### config.mk
export PLATFORM = sky130hd
export DESIGN_NAME = sample_mean_and_std_dev_unit
export DESIGN_NICKNAME = d
export VERILOG_FILES = /design/src/hw/rtl/msd_pkg.sv /design/src/hw/rtl/msd_isqrt.sv /design/src/hw/rtl/msd_div.sv /design/src/hw/rtl/sample_mean_and_std_dev_unit.sv
export SDC_FILE = /design/constraint.sdc
export NUM_CORES = 2
export LEC_CHECK = 0
export BUFFER_PORTS_ARGS = -buffer_cell sky130_fd_sc_hd__buf_2
export CORE_ASPECT_RATIO = 1.75
export CORE_UTILIZATION = 55
export CTS_CLUSTER_DIAMETER = 150
export DETAILED_ROUTE_END_ITERATION = 6
export PLACE_DENSITY = 0.71
export SLEW_MARGIN = 25
export SYNTH_ARGS = -nofsm -noshare
export SYNTH_HDL_FRONTEND = slang
export SYNTH_HIERARCHICAL = 1
export SYNTH_SLANG_ARGS = --single-unit
### constraint.sdc
create_clock -name clock -period 12.34 [get_ports clock]
set_input_delay 3.702 -clock clock [delete_from_list [all_inputs] [get_ports clock]]
set_output_delay 3.702 -clock clock [all_outputs]
set_load 0.02 [all_outputs]
### src/hw/rtl/msd_pkg.sv
package msd_pkg;

   localparam int SAMPLE_W        = 32;
   localparam int CNT_W           = 17;
   localparam int SUM_W           = 48;
   localparam int SQ_W            = 2 * SAMPLE_W;
   localparam int SUM_SQ_W        = 80;
   localparam int PROD_W          = 97;
   localparam int ROOT_W          = 50;
   localparam int RAD_W           = 2 * ROOT_W;
   localparam int REM_W           = ROOT_W + 1;
   localparam int DIV_W           = ROOT_W;
   localparam int ITER_W          = $clog2(ROOT_W);
   localparam int MAX_SAMPLES_DEF = 65536;
   localparam int REQ_TDATA_W     = 32;
   localparam int REQ_TUSER_W     = 1;
   localparam int RSP_TDATA_W     = 88;
   localparam int RSP_TUSER_W     = 2;

   typedef enum logic [7:0] {
      ST_ACCUM = 8'b0000_0001,
      ST_DRAIN = 8'b0000_0010,
      ST_MUL_N = 8'b0000_0100,
      ST_MUL_S = 8'b0000_1000,
      ST_SUB   = 8'b0001_0000,
      ST_SQRT  = 8'b0010_0000,
      ST_DIV_M = 8'b0100_0000,
      ST_DIV_S = 8'b1000_0000
   } state_type;

endpackage

### src/hw/rtl/msd_isqrt.sv
module msd_isqrt (
   input  logic                       clock,
   input  logic                       reset,
   input  logic                       start,
   input  logic [msd_pkg::RAD_W-1:0]  radicand,
   output logic                       done,
   output logic [msd_pkg::ROOT_W-1:0] root
);
   import msd_pkg::*;

   logic              busy_ff, busy_in;
   logic              done_ff, done_in;
   logic [ITER_W-1:0] cnt_ff, cnt_in;
   logic [RAD_W-1:0]  rad_ff, rad_in;
   logic [REM_W-1:0]  rem_ff, rem_in;
   logic [ROOT_W-1:0] root_ff, root_in;
   logic [REM_W+1:0]  rem_sh;
   logic [REM_W+1:0]  trial;
   logic [REM_W+1:0]  rem_diff;
   logic              fits;

   // bring down two radicand bits, try (root << 2) | 1
   always_comb begin
      rem_sh   = {rem_ff, rad_ff[RAD_W-1 -: 2]};
      trial    = {1'b0, root_ff, 2'b01};
      fits     = (rem_sh >= trial);
      rem_diff = rem_sh - trial;
   end

   always_comb begin
      busy_in = busy_ff;
      done_in = 1'b0;
      cnt_in  = cnt_ff;
      rad_in  = rad_ff;
      rem_in  = rem_ff;
      root_in = root_ff;
      if (start) begin
         busy_in = 1'b1;
         cnt_in  = ITER_W'(ROOT_W - 1);
         rad_in  = radicand;
         rem_in  = '0;
         root_in = '0;
      end else if (busy_ff) begin
         rad_in  = {rad_ff[RAD_W-3:0], 2'b00};
         rem_in  = fits ? rem_diff[REM_W-1:0] : rem_sh[REM_W-1:0];
         root_in = {root_ff[ROOT_W-2:0], fits};
         cnt_in  = cnt_ff - 1'b1;
         if (cnt_ff == '0) begin
            busy_in = 1'b0;
            done_in = 1'b1;
         end
      end
   end

   always_ff @(posedge clock) begin
      if (reset) begin
         busy_ff <= 1'b0;
         done_ff <= 1'b0;
      end else begin
         busy_ff <= busy_in;
         done_ff <= done_in;
      end
      cnt_ff  <= cnt_in;
      rad_ff  <= rad_in;
      rem_ff  <= rem_in;
      root_ff <= root_in;
   end

   assign done = done_ff;
   assign root = root_ff;

endmodule

### src/hw/rtl/msd_div.sv
module msd_div (
   input  logic                      clock,
   input  logic                      reset,
   input  logic                      start,
   input  logic [msd_pkg::DIV_W-1:0] dividend,
   input  logic [msd_pkg::CNT_W-1:0] divisor,
   output logic                      done,
   output logic [msd_pkg::DIV_W-1:0] quotient
);
   import msd_pkg::*;

   logic              busy_ff, busy_in;
   logic              done_ff, done_in;
   logic [ITER_W-1:0] cnt_ff, cnt_in;
   logic [DIV_W-1:0]  quo_ff, quo_in;
   logic [CNT_W-1:0]  rem_ff, rem_in;
   logic [CNT_W-1:0]  dsr_ff, dsr_in;
   logic [CNT_W:0]    rem_sh;
   logic [CNT_W:0]    rem_diff;
   logic              fits;

   // restoring step: shift in the next dividend bit, subtract if it fits
   always_comb begin
      rem_sh   = {rem_ff, quo_ff[DIV_W-1]};
      fits     = (rem_sh >= {1'b0, dsr_ff});
      rem_diff = rem_sh - {1'b0, dsr_ff};
   end

   always_comb begin
      busy_in = busy_ff;
      done_in = 1'b0;
      cnt_in  = cnt_ff;
      quo_in  = quo_ff;
      rem_in  = rem_ff;
      dsr_in  = dsr_ff;
      if (start) begin
         busy_in = 1'b1;
         cnt_in  = ITER_W'(DIV_W - 1);
         quo_in  = dividend;
         rem_in  = '0;
         dsr_in  = divisor;
      end else if (busy_ff) begin
         rem_in = fits ? rem_diff[CNT_W-1:0] : rem_sh[CNT_W-1:0];
         quo_in = {quo_ff[DIV_W-2:0], fits};
         cnt_in = cnt_ff - 1'b1;
         if (cnt_ff == '0) begin
            busy_in = 1'b0;
            done_in = 1'b1;
         end
      end
   end

   always_ff @(posedge clock) begin
      if (reset) begin
         busy_ff <= 1'b0;
         done_ff <= 1'b0;
      end else begin
         busy_ff <= busy_in;
         done_ff <= done_in;
      end
      cnt_ff <= cnt_in;
      quo_ff <= quo_in;
      rem_ff <= rem_in;
      dsr_ff <= dsr_in;
   end

   assign done     = done_ff;
   assign quotient = quo_ff;

endmodule

### src/hw/rtl/sample_mean_and_std_dev_unit.sv
// Channel   Dir  Payload (lowest bits first)
// req_*     in   tdata: sample_ticks[31:0]; tuser: has_sample; tlast: last
// rsp_*     out  tdata: mean_ticks[31:0], std_dev_ticks[63:32], sample_count[80:64];
//                tuser: empty_res[0], overflowed[1]
//
// Samples: one per cycle while req_tready is high; the registered 32x32 square joins the
// sum of squares in the cycle after the sample is taken. A tlast request blocks req_tready
// through drain, the N*S2 and S1*S1 multiplies, subtract, square root, two divides and a
// hand-off, one bit or digit per cycle. An empty set blocks for drain and hand-off only.
// New samples flow while a result waits in rsp_*; the next tlast holds in hand-off until it is taken.
// Reset is synchronous and clears the accumulators and the handshake state.
module sample_mean_and_std_dev_unit #(
   parameter int MAX_SAMPLES = msd_pkg::MAX_SAMPLES_DEF
) (
   input  logic                            clock,
   input  logic                            reset,
   input  logic                            req_tvalid,
   output logic                            req_tready,
   input  logic [msd_pkg::REQ_TDATA_W-1:0] req_tdata,  // sample_ticks[31:0]
   input  logic [msd_pkg::REQ_TUSER_W-1:0] req_tuser,  // has_sample[0]
   input  logic                            req_tlast,
   output logic                            rsp_tvalid,
   input  logic                            rsp_tready,
   // mean_ticks[31:0], std_dev_ticks[63:32], sample_count[80:64], zero fill above
   output logic [msd_pkg::RSP_TDATA_W-1:0] rsp_tdata,
   output logic [msd_pkg::RSP_TUSER_W-1:0] rsp_tuser   // empty_res[0], overflowed[1]
);
   import msd_pkg::*;

   state_type           state_ff, state_in;

   // accumulators
   logic [CNT_W-1:0]    count_ff, count_in;
   logic [SUM_W-1:0]    sum_ff, sum_in;
   logic [SUM_SQ_W-1:0] sum_sq_ff, sum_sq_in;
   logic                ovf_ff, ovf_in;
   logic [SQ_W-1:0]     sq_ff, sq_in;
   logic                sq_vld_ff, sq_vld_in;

   // shift-add multiplier
   logic [PROD_W-1:0]   prod_ff, prod_in;
   logic [PROD_W-1:0]   ns2_ff, ns2_in;
   logic [SUM_W-1:0]    mult_ff, mult_in;
   logic [ITER_W-1:0]   step_ff, step_in;
   logic [PROD_W-1:0]   addend;
   logic [PROD_W-1:0]   prod_step;
   logic [PROD_W-1:0]   var_term;

   // results
   logic [SAMPLE_W-1:0] mean_ff, mean_in;
   logic [SAMPLE_W-1:0] std_ff, std_in;
   logic                fin_ff, fin_in;

   // output register
   logic                rsp_vld_ff, rsp_vld_in;
   logic [SAMPLE_W-1:0] rsp_mean_ff, rsp_mean_in;
   logic [SAMPLE_W-1:0] rsp_std_ff, rsp_std_in;
   logic [CNT_W-1:0]    rsp_cnt_ff, rsp_cnt_in;
   logic                rsp_empty_ff, rsp_empty_in;
   logic                rsp_ovf_ff, rsp_ovf_in;

   logic                req_fire;
   logic                keep_sample;
   logic                sqrt_start, sqrt_done;
   logic [ROOT_W-1:0]   root;
   logic                div_start, div_done;
   logic [DIV_W-1:0]    div_dividend;
   logic [DIV_W-1:0]    quotient;
   logic                out_free;

   assign req_tready  = (state_ff == ST_ACCUM) && !fin_ff;
   assign req_fire    = req_tvalid && req_tready;
   assign keep_sample = req_fire && req_tuser[0] && (count_ff < CNT_W'(MAX_SAMPLES));
   assign out_free    = !rsp_vld_ff || rsp_tready;

   // one partial product per cycle, multiplier bits taken from the top
   always_comb begin
      addend    = (state_ff == ST_MUL_N) ? PROD_W'(sum_sq_ff) : PROD_W'(sum_ff);
      prod_step = {prod_ff[PROD_W-2:0], 1'b0} + (mult_ff[SUM_W-1] ? addend : '0);
      var_term  = (ns2_ff >= prod_ff) ? (ns2_ff - prod_ff) : '0;
   end

   assign sqrt_start   = (state_ff == ST_SUB);
   assign div_start    = ((state_ff == ST_SQRT) && sqrt_done) ||
                         ((state_ff == ST_DIV_M) && div_done);
   assign div_dividend = (state_ff == ST_SQRT) ? DIV_W'(sum_ff) : root;

   always_comb begin
      state_in     = state_ff;
      count_in     = count_ff;
      sum_in       = sum_ff;
      sum_sq_in    = sum_sq_ff;
      ovf_in       = ovf_ff;
      sq_in        = sq_ff;
      sq_vld_in    = 1'b0;
      prod_in      = prod_ff;
      ns2_in       = ns2_ff;
      mult_in      = mult_ff;
      step_in      = step_ff;
      mean_in      = mean_ff;
      std_in       = std_ff;
      fin_in       = fin_ff;
      rsp_vld_in   = rsp_vld_ff && !rsp_tready;
      rsp_mean_in  = rsp_mean_ff;
      rsp_std_in   = rsp_std_ff;
      rsp_cnt_in   = rsp_cnt_ff;
      rsp_empty_in = rsp_empty_ff;
      rsp_ovf_in   = rsp_ovf_ff;

      // fold the square of the previous sample into the sum of squares
      if (sq_vld_ff) begin
         sum_sq_in = sum_sq_ff + SUM_SQ_W'(sq_ff);
      end

      case (state_ff)
         ST_ACCUM: begin
            if (fin_ff) begin
               // hold the finished result until the output register frees up
               if (out_free) begin
                  rsp_vld_in   = 1'b1;
                  rsp_mean_in  = mean_ff;
                  rsp_std_in   = std_ff;
                  rsp_cnt_in   = count_ff;
                  rsp_empty_in = (count_ff == '0);
                  rsp_ovf_in   = ovf_ff;
                  fin_in       = 1'b0;
                  count_in     = '0;
                  sum_in       = '0;
                  sum_sq_in    = '0;
                  ovf_in       = 1'b0;
               end
            end else if (req_fire) begin
               if (req_tuser[0] && !keep_sample) begin
                  ovf_in = 1'b1;
               end
               if (keep_sample) begin
                  count_in  = count_ff + 1'b1;
                  sum_in    = sum_ff + SUM_W'(req_tdata);
                  sq_in     = SQ_W'(req_tdata) * SQ_W'(req_tdata);
                  sq_vld_in = 1'b1;
               end
               if (req_tlast) begin
                  state_in = ST_DRAIN;
               end
            end
         end
         ST_DRAIN: begin
            if (count_ff == '0) begin
               mean_in  = '0;
               std_in   = '0;
               fin_in   = 1'b1;
               state_in = ST_ACCUM;
            end else begin
               prod_in  = '0;
               mult_in  = {count_ff, {(SUM_W-CNT_W){1'b0}}};
               step_in  = ITER_W'(CNT_W - 1);
               state_in = ST_MUL_N;
            end
         end
         ST_MUL_N: begin
            prod_in = prod_step;
            mult_in = {mult_ff[SUM_W-2:0], 1'b0};
            step_in = step_ff - 1'b1;
            if (step_ff == '0) begin
               ns2_in   = prod_step;
               prod_in  = '0;
               mult_in  = sum_ff;
               step_in  = ITER_W'(SUM_W - 1);
               state_in = ST_MUL_S;
            end
         end
         ST_MUL_S: begin
            prod_in = prod_step;
            mult_in = {mult_ff[SUM_W-2:0], 1'b0};
            step_in = step_ff - 1'b1;
            if (step_ff == '0) begin
               state_in = ST_SUB;
            end
         end
         ST_SUB: begin
            // square root picks up N*S2 - S1*S1 this cycle
            state_in = ST_SQRT;
         end
         ST_SQRT: begin
            if (sqrt_done) begin
               state_in = ST_DIV_M;
            end
         end
         ST_DIV_M: begin
            if (div_done) begin
               mean_in  = quotient[SAMPLE_W-1:0];
               state_in = ST_DIV_S;
            end
         end
         ST_DIV_S: begin
            if (div_done) begin
               std_in   = quotient[SAMPLE_W-1:0];
               fin_in   = 1'b1;
               state_in = ST_ACCUM;
            end
         end
         default: begin
            state_in = ST_ACCUM;
         end
      endcase
   end

   always_ff @(posedge clock) begin
      if (reset) begin
         state_ff   <= ST_ACCUM;
         count_ff   <= '0;
         sum_ff     <= '0;
         sum_sq_ff  <= '0;
         ovf_ff     <= 1'b0;
         sq_vld_ff  <= 1'b0;
         fin_ff     <= 1'b0;
         rsp_vld_ff <= 1'b0;
      end else begin
         state_ff   <= state_in;
         count_ff   <= count_in;
         sum_ff     <= sum_in;
         sum_sq_ff  <= sum_sq_in;
         ovf_ff     <= ovf_in;
         sq_vld_ff  <= sq_vld_in;
         fin_ff     <= fin_in;
         rsp_vld_ff <= rsp_vld_in;
      end
      sq_ff        <= sq_in;
      prod_ff      <= prod_in;
      ns2_ff       <= ns2_in;
      mult_ff      <= mult_in;
      step_ff      <= step_in;
      mean_ff      <= mean_in;
      std_ff       <= std_in;
      rsp_mean_ff  <= rsp_mean_in;
      rsp_std_ff   <= rsp_std_in;
      rsp_cnt_ff   <= rsp_cnt_in;
      rsp_empty_ff <= rsp_empty_in;
      rsp_ovf_ff   <= rsp_ovf_in;
   end

   msd_isqrt u_isqrt (
      .clock    (clock),
      .reset    (reset),
      .start    (sqrt_start),
      .radicand (RAD_W'(var_term)),
      .done     (sqrt_done),
      .root     (root)
   );

   msd_div u_div (
      .clock    (clock),
      .reset    (reset),
      .start    (div_start),
      .dividend (div_dividend),
      .divisor  (count_ff),
      .done     (div_done),
      .quotient (quotient)
   );

   assign rsp_tvalid = rsp_vld_ff;
   assign rsp_tdata  = {{(RSP_TDATA_W - 2*SAMPLE_W - CNT_W){1'b0}},
                        rsp_cnt_ff, rsp_std_ff, rsp_mean_ff};
   assign rsp_tuser  = {rsp_ovf_ff, rsp_empty_ff};

   // the square must be folded in before the multiply steps read the sum of squares
   a_sq_drained: assert property (@(posedge clock) disable iff (reset)
      (state_ff != ST_ACCUM && state_ff != ST_DRAIN) |-> !sq_vld_ff)
      else $error("square still pending after drain");

   a_count_cap: assert property (@(posedge clock) disable iff (reset)
      count_ff <= CNT_W'(MAX_SAMPLES))
      else $error("sample count past capacity");

   a_last_drains: assert property (@(posedge clock) disable iff (reset)
      (req_fire && req_tlast) |=> (state_ff == ST_DRAIN))
      else $error("closing request did not start drain");

   a_empty_zero: assert property (@(posedge clock) disable iff (reset)
      (rsp_vld_ff && rsp_empty_ff) |->
         (rsp_mean_ff == '0 && rsp_std_ff == '0 && rsp_cnt_ff == '0))
      else $error("empty result carries nonzero fields");

endmodule
==> flow_metrics.env <==
export IMPL_synth_top_area_frac=0.2168
export IMPL_route_top_layer_used="met4"
export IMPL_drt_met1_wl_um=87210
export IMPL_finalCritPeriodShare=0.9235
export IMPL_synth_area_leaders="edfxtp_1, fa_1, ha_1"
export IMPL_die_w_um=301.9
export IMPL_first_iter_violations=4100
export IMPL_crit_slowest_cell="o41ai_1"
export IMPL_post_cts_buffers=0
export IMPL_setup_viol=0
export IMPL_ant_nets=0
export IMPL_start_util=0.5536
export IMPL_ys_ff_latch=916
export IMPL_fmax_ghz=0.08775
export IMPL_start_kind="input port"
export IMPL_cts_root_buf="clkbuf_16"
export IMPL_relSlewSlack=0.2926
export IMPL_cts_repair_resized=0
export IMPL_io_buffers=122
export IMPL_worstMarginPinSlew_ns=1.061
export IMPL_grt_pass1_wl_um=375500
export IMPL_synth_top_area_cell="edfxtp_1"
export IMPL_drt_first_pass_iters=7
export IMPL_antenna_found_initial=3
export IMPL_hp_class="flop to flop"
export IMPL_cts_buffers=83
export IMPL_synth_edf_count=625
export IMPL_die_area_mm2=0.1591
export IMPL_clk_pin_slew_worst_paths_ns=0.07
export IMPL_dr_wl_met3_um=10290
export IMPL_vias=65630
export IMPL_rsz0062_at_grt="no"
export IMPL_wl_per_cell_um=21.75
export IMPL_fp_dieH_um=526.9
export IMPL_io_pins=130
export IMPL_drc=28
export IMPL_cp_arrival_ns=11.84
export IMPL_cap_violations=0
export IMPL_final_hold_viol_count=0
export IMPL_crit_fanout=24
export IMPL_async_reset_ff_frac=0
export IMPL_gp_congestion=0.9889
export IMPL_synth_main_ff_cell="edfxtp_1"
export IMPL_grt_start_max_net_pins=102
export IMPL_crit_path_frequent_cell="fa_1"
export IMPL_grtUsageTotal=0.3034
export IMPL_netlist_instances=9120
export IMPL_rows=192
export IMPL_wl_met2_um=126500
export IMPL_min_period_ns=11.40
export IMPL_grt_overflow_total=0
export IMPL_cts_tree="yes"
export IMPL_cts_hold_buffers=0
export IMPL_htreeDepth=3
export IMPL_grt_pass1_vias=69320
export IMPL_violations="design-rule violations"
export IMPL_core_area_mm2=0.1564
export IMPL_wl_um=241500
export IMPL_finalSetupTns_ns=0
export IMPL_status="finished with violations"
export IMPL_crit_type="input port to flop"
export IMPL_yosysWarnings=6
export IMPL_slew_violations=0
export IMPL_fin_worst_skew_ns=0.04850
export IMPL_syn_area_mm2=0.08658
export IMPL_critPathTopFamily="adder cells"
export IMPL_max_stage_delay_ns=0.63
export IMPL_crit_buf_inv=8
export IMPL_insertion_delay_ns=0.72
export IMPL_numClockSinks=916
export IMPL_ys_seq_area_frac=0.2841
export IMPL_clock_path_buffers=3
export IMPL_drive_above_1_share=0.08041
export IMPL_synth_top_cells_by_count="inv_1, fa_1, nand2_1, ha_1, edfxtp_1"
export IMPL_avgSynthCellArea_um2=9.493
export IMPL_final_nets=10470
export IMPL_crit_required_ns=12.78
export IMPL_synth_most_common_cell="inv_1"
export IMPL_synthToLayoutAreaGrowth_pct=6.090
export IMPL_synth_cell_type_count=117
export IMPL_via_per_inst=5.910
export IMPL_hpwl_um=194100
export IMPL_critPathCaptureType="flop"
## kinds of logic (layout without fill, tap and decap cells)
| logic type | after synthesis | after routing | share of synthesized area |
|---|---|---|---|
| other | 1 | 12 | 0.00004331 |
| adders and majority gates | 1439 | 1439 | 0.2772 |
| AOI/OAI and AO/OA | 1770 | 1770 | 0.1360 |
| buffers and inverters | 1743 | 1680 | 0.07763 |
| DFF | 916 | 916 | 0.2841 |
| and+or+nand+nor | 2472 | 2472 | 0.1388 |
| xor gates and xnor gates | 460 | 460 | 0.04653 |
| muxes | 319 | 319 | 0.03976 |
## per-stage QoR
| step | hold WS, ns | instances | util | cell area (um^2) | worst slack (ns) |
|---|---|---|---|---|---|
| global route | 0.4242 | 11100 | 0.5873 | 91850 | 0.5865 |
| finish | 0.4173 | 11110 | 0.5873 | 91850 | 0.9441 |
| CTS | 0.4185 | 11100 | 0.5873 | 91850 | 1.100 |
| global placement | 0.4006 | 10950 | 0.5684 | 88890 | 0.3970 |
| floorplan | 0.4003 | 9129 | - | 86610 | 0.9259 |
| detailed placement | 0.4045 | 10950 | 0.5689 | 88980 | 0.3502 |
## worst paths after layout
check | from | endpoint | slack (ns) | cells after the start
worst max-delay path | req_tdata[13] | sq_ff[59] | 0.94 | 28
worst max register to register | state_ff[7] | prod_ff[96] | 5.60 | 18
worst min register to register | mean_ff[6] | rsp_mean_ff[6] | 0.42 | 0
worst min-delay path | mean_ff[6] | rsp_mean_ff[6] | 0.42 | 0
## final cells by class
class | count | area [um^2]
Antenna cell | 2 | 5.005
Clock buffer | 105 | 2272
Clock inverter | 49 | 599.3
Fill cell | 13600 | 64540
Inverter | 1276 | 4800
Multi-Input combinational cell | 6470 | 55400
Sequential cell | 916 | 24600
Tap cell | 2037 | 2549
Timing Repair Buffer | 250 | 1624
## routing by layer
layer	up-vias	global-route usage
li1	30490	-
met1	32340	0.3269
met2	2059	0.5613
met3	749	0.02704
met4	0	0.1956
met5	-	0
## worst reg2reg max path: stages, from the launching register on
cell      delay (ns)
dfxtp_1         0.37
nor4_1          0.45
nand2_1         0.15
nor3b_2         0.17
buf_4           0.64
nand2_1         0.19
a21boi_0        0.49
ha_1            0.36
a211oi_1        0.41
o21ai_1         0.17
a41oi_1         0.46
o211ai_1        0.31
a211oi_1        0.79
o31ai_2         0.27
a21oi_1         0.49
o21ai_2         0.29
nand4b_1        0.22
xnor2_1         0.10
and2_1          0.16
## state kept, by name (all words and copies together) (netlist names), 17 cells and up
| signal | count |
|---|---|
| u_div/rem_ff | 17 |
| rsp_std_ff | 32 |
| mult_ff | 48 |
| u_div/dsr_ff | 17 |
| rsp_cnt_ff | 17 |
| count_ff | 17 |
| prod_ff | 97 |
| u_isqrt/rad_ff | 100 |
| u_isqrt/root | 50 |
| sq_ff | 63 |
| u_div/quotient | 50 |
| u_isqrt/rem_ff | 51 |
| sum_sq_ff | 80 |
| std_ff | 32 |
| ns2_ff | 97 |
| rsp_mean_ff | 32 |
| sum_ff | 48 |
| mean_ff | 32 |
## placed cells by master, fill, tap and decap left out, types with 286 or more instances in the layout
| cell type | netlist | final |
|---|---|---|
| a21oi_1 | 510 | 508 |
| and2_1 | 404 | 404 |
| dfxtp_1 | 291 | 289 |
| edfxtp_1 | 625 | 625 |
| fa_1 | 798 | 798 |
| ha_1 | 641 | 641 |
| inv_1 | 1275 | 1271 |
| nand2_1 | 754 | 752 |
| nor2_1 | 603 | 599 |
| xnor2_1 | 286 | 286 |
Power is left out: the tool's default activity adds up to more than one toggle a clock period on the data nets, which glitch-free logic cannot reach.
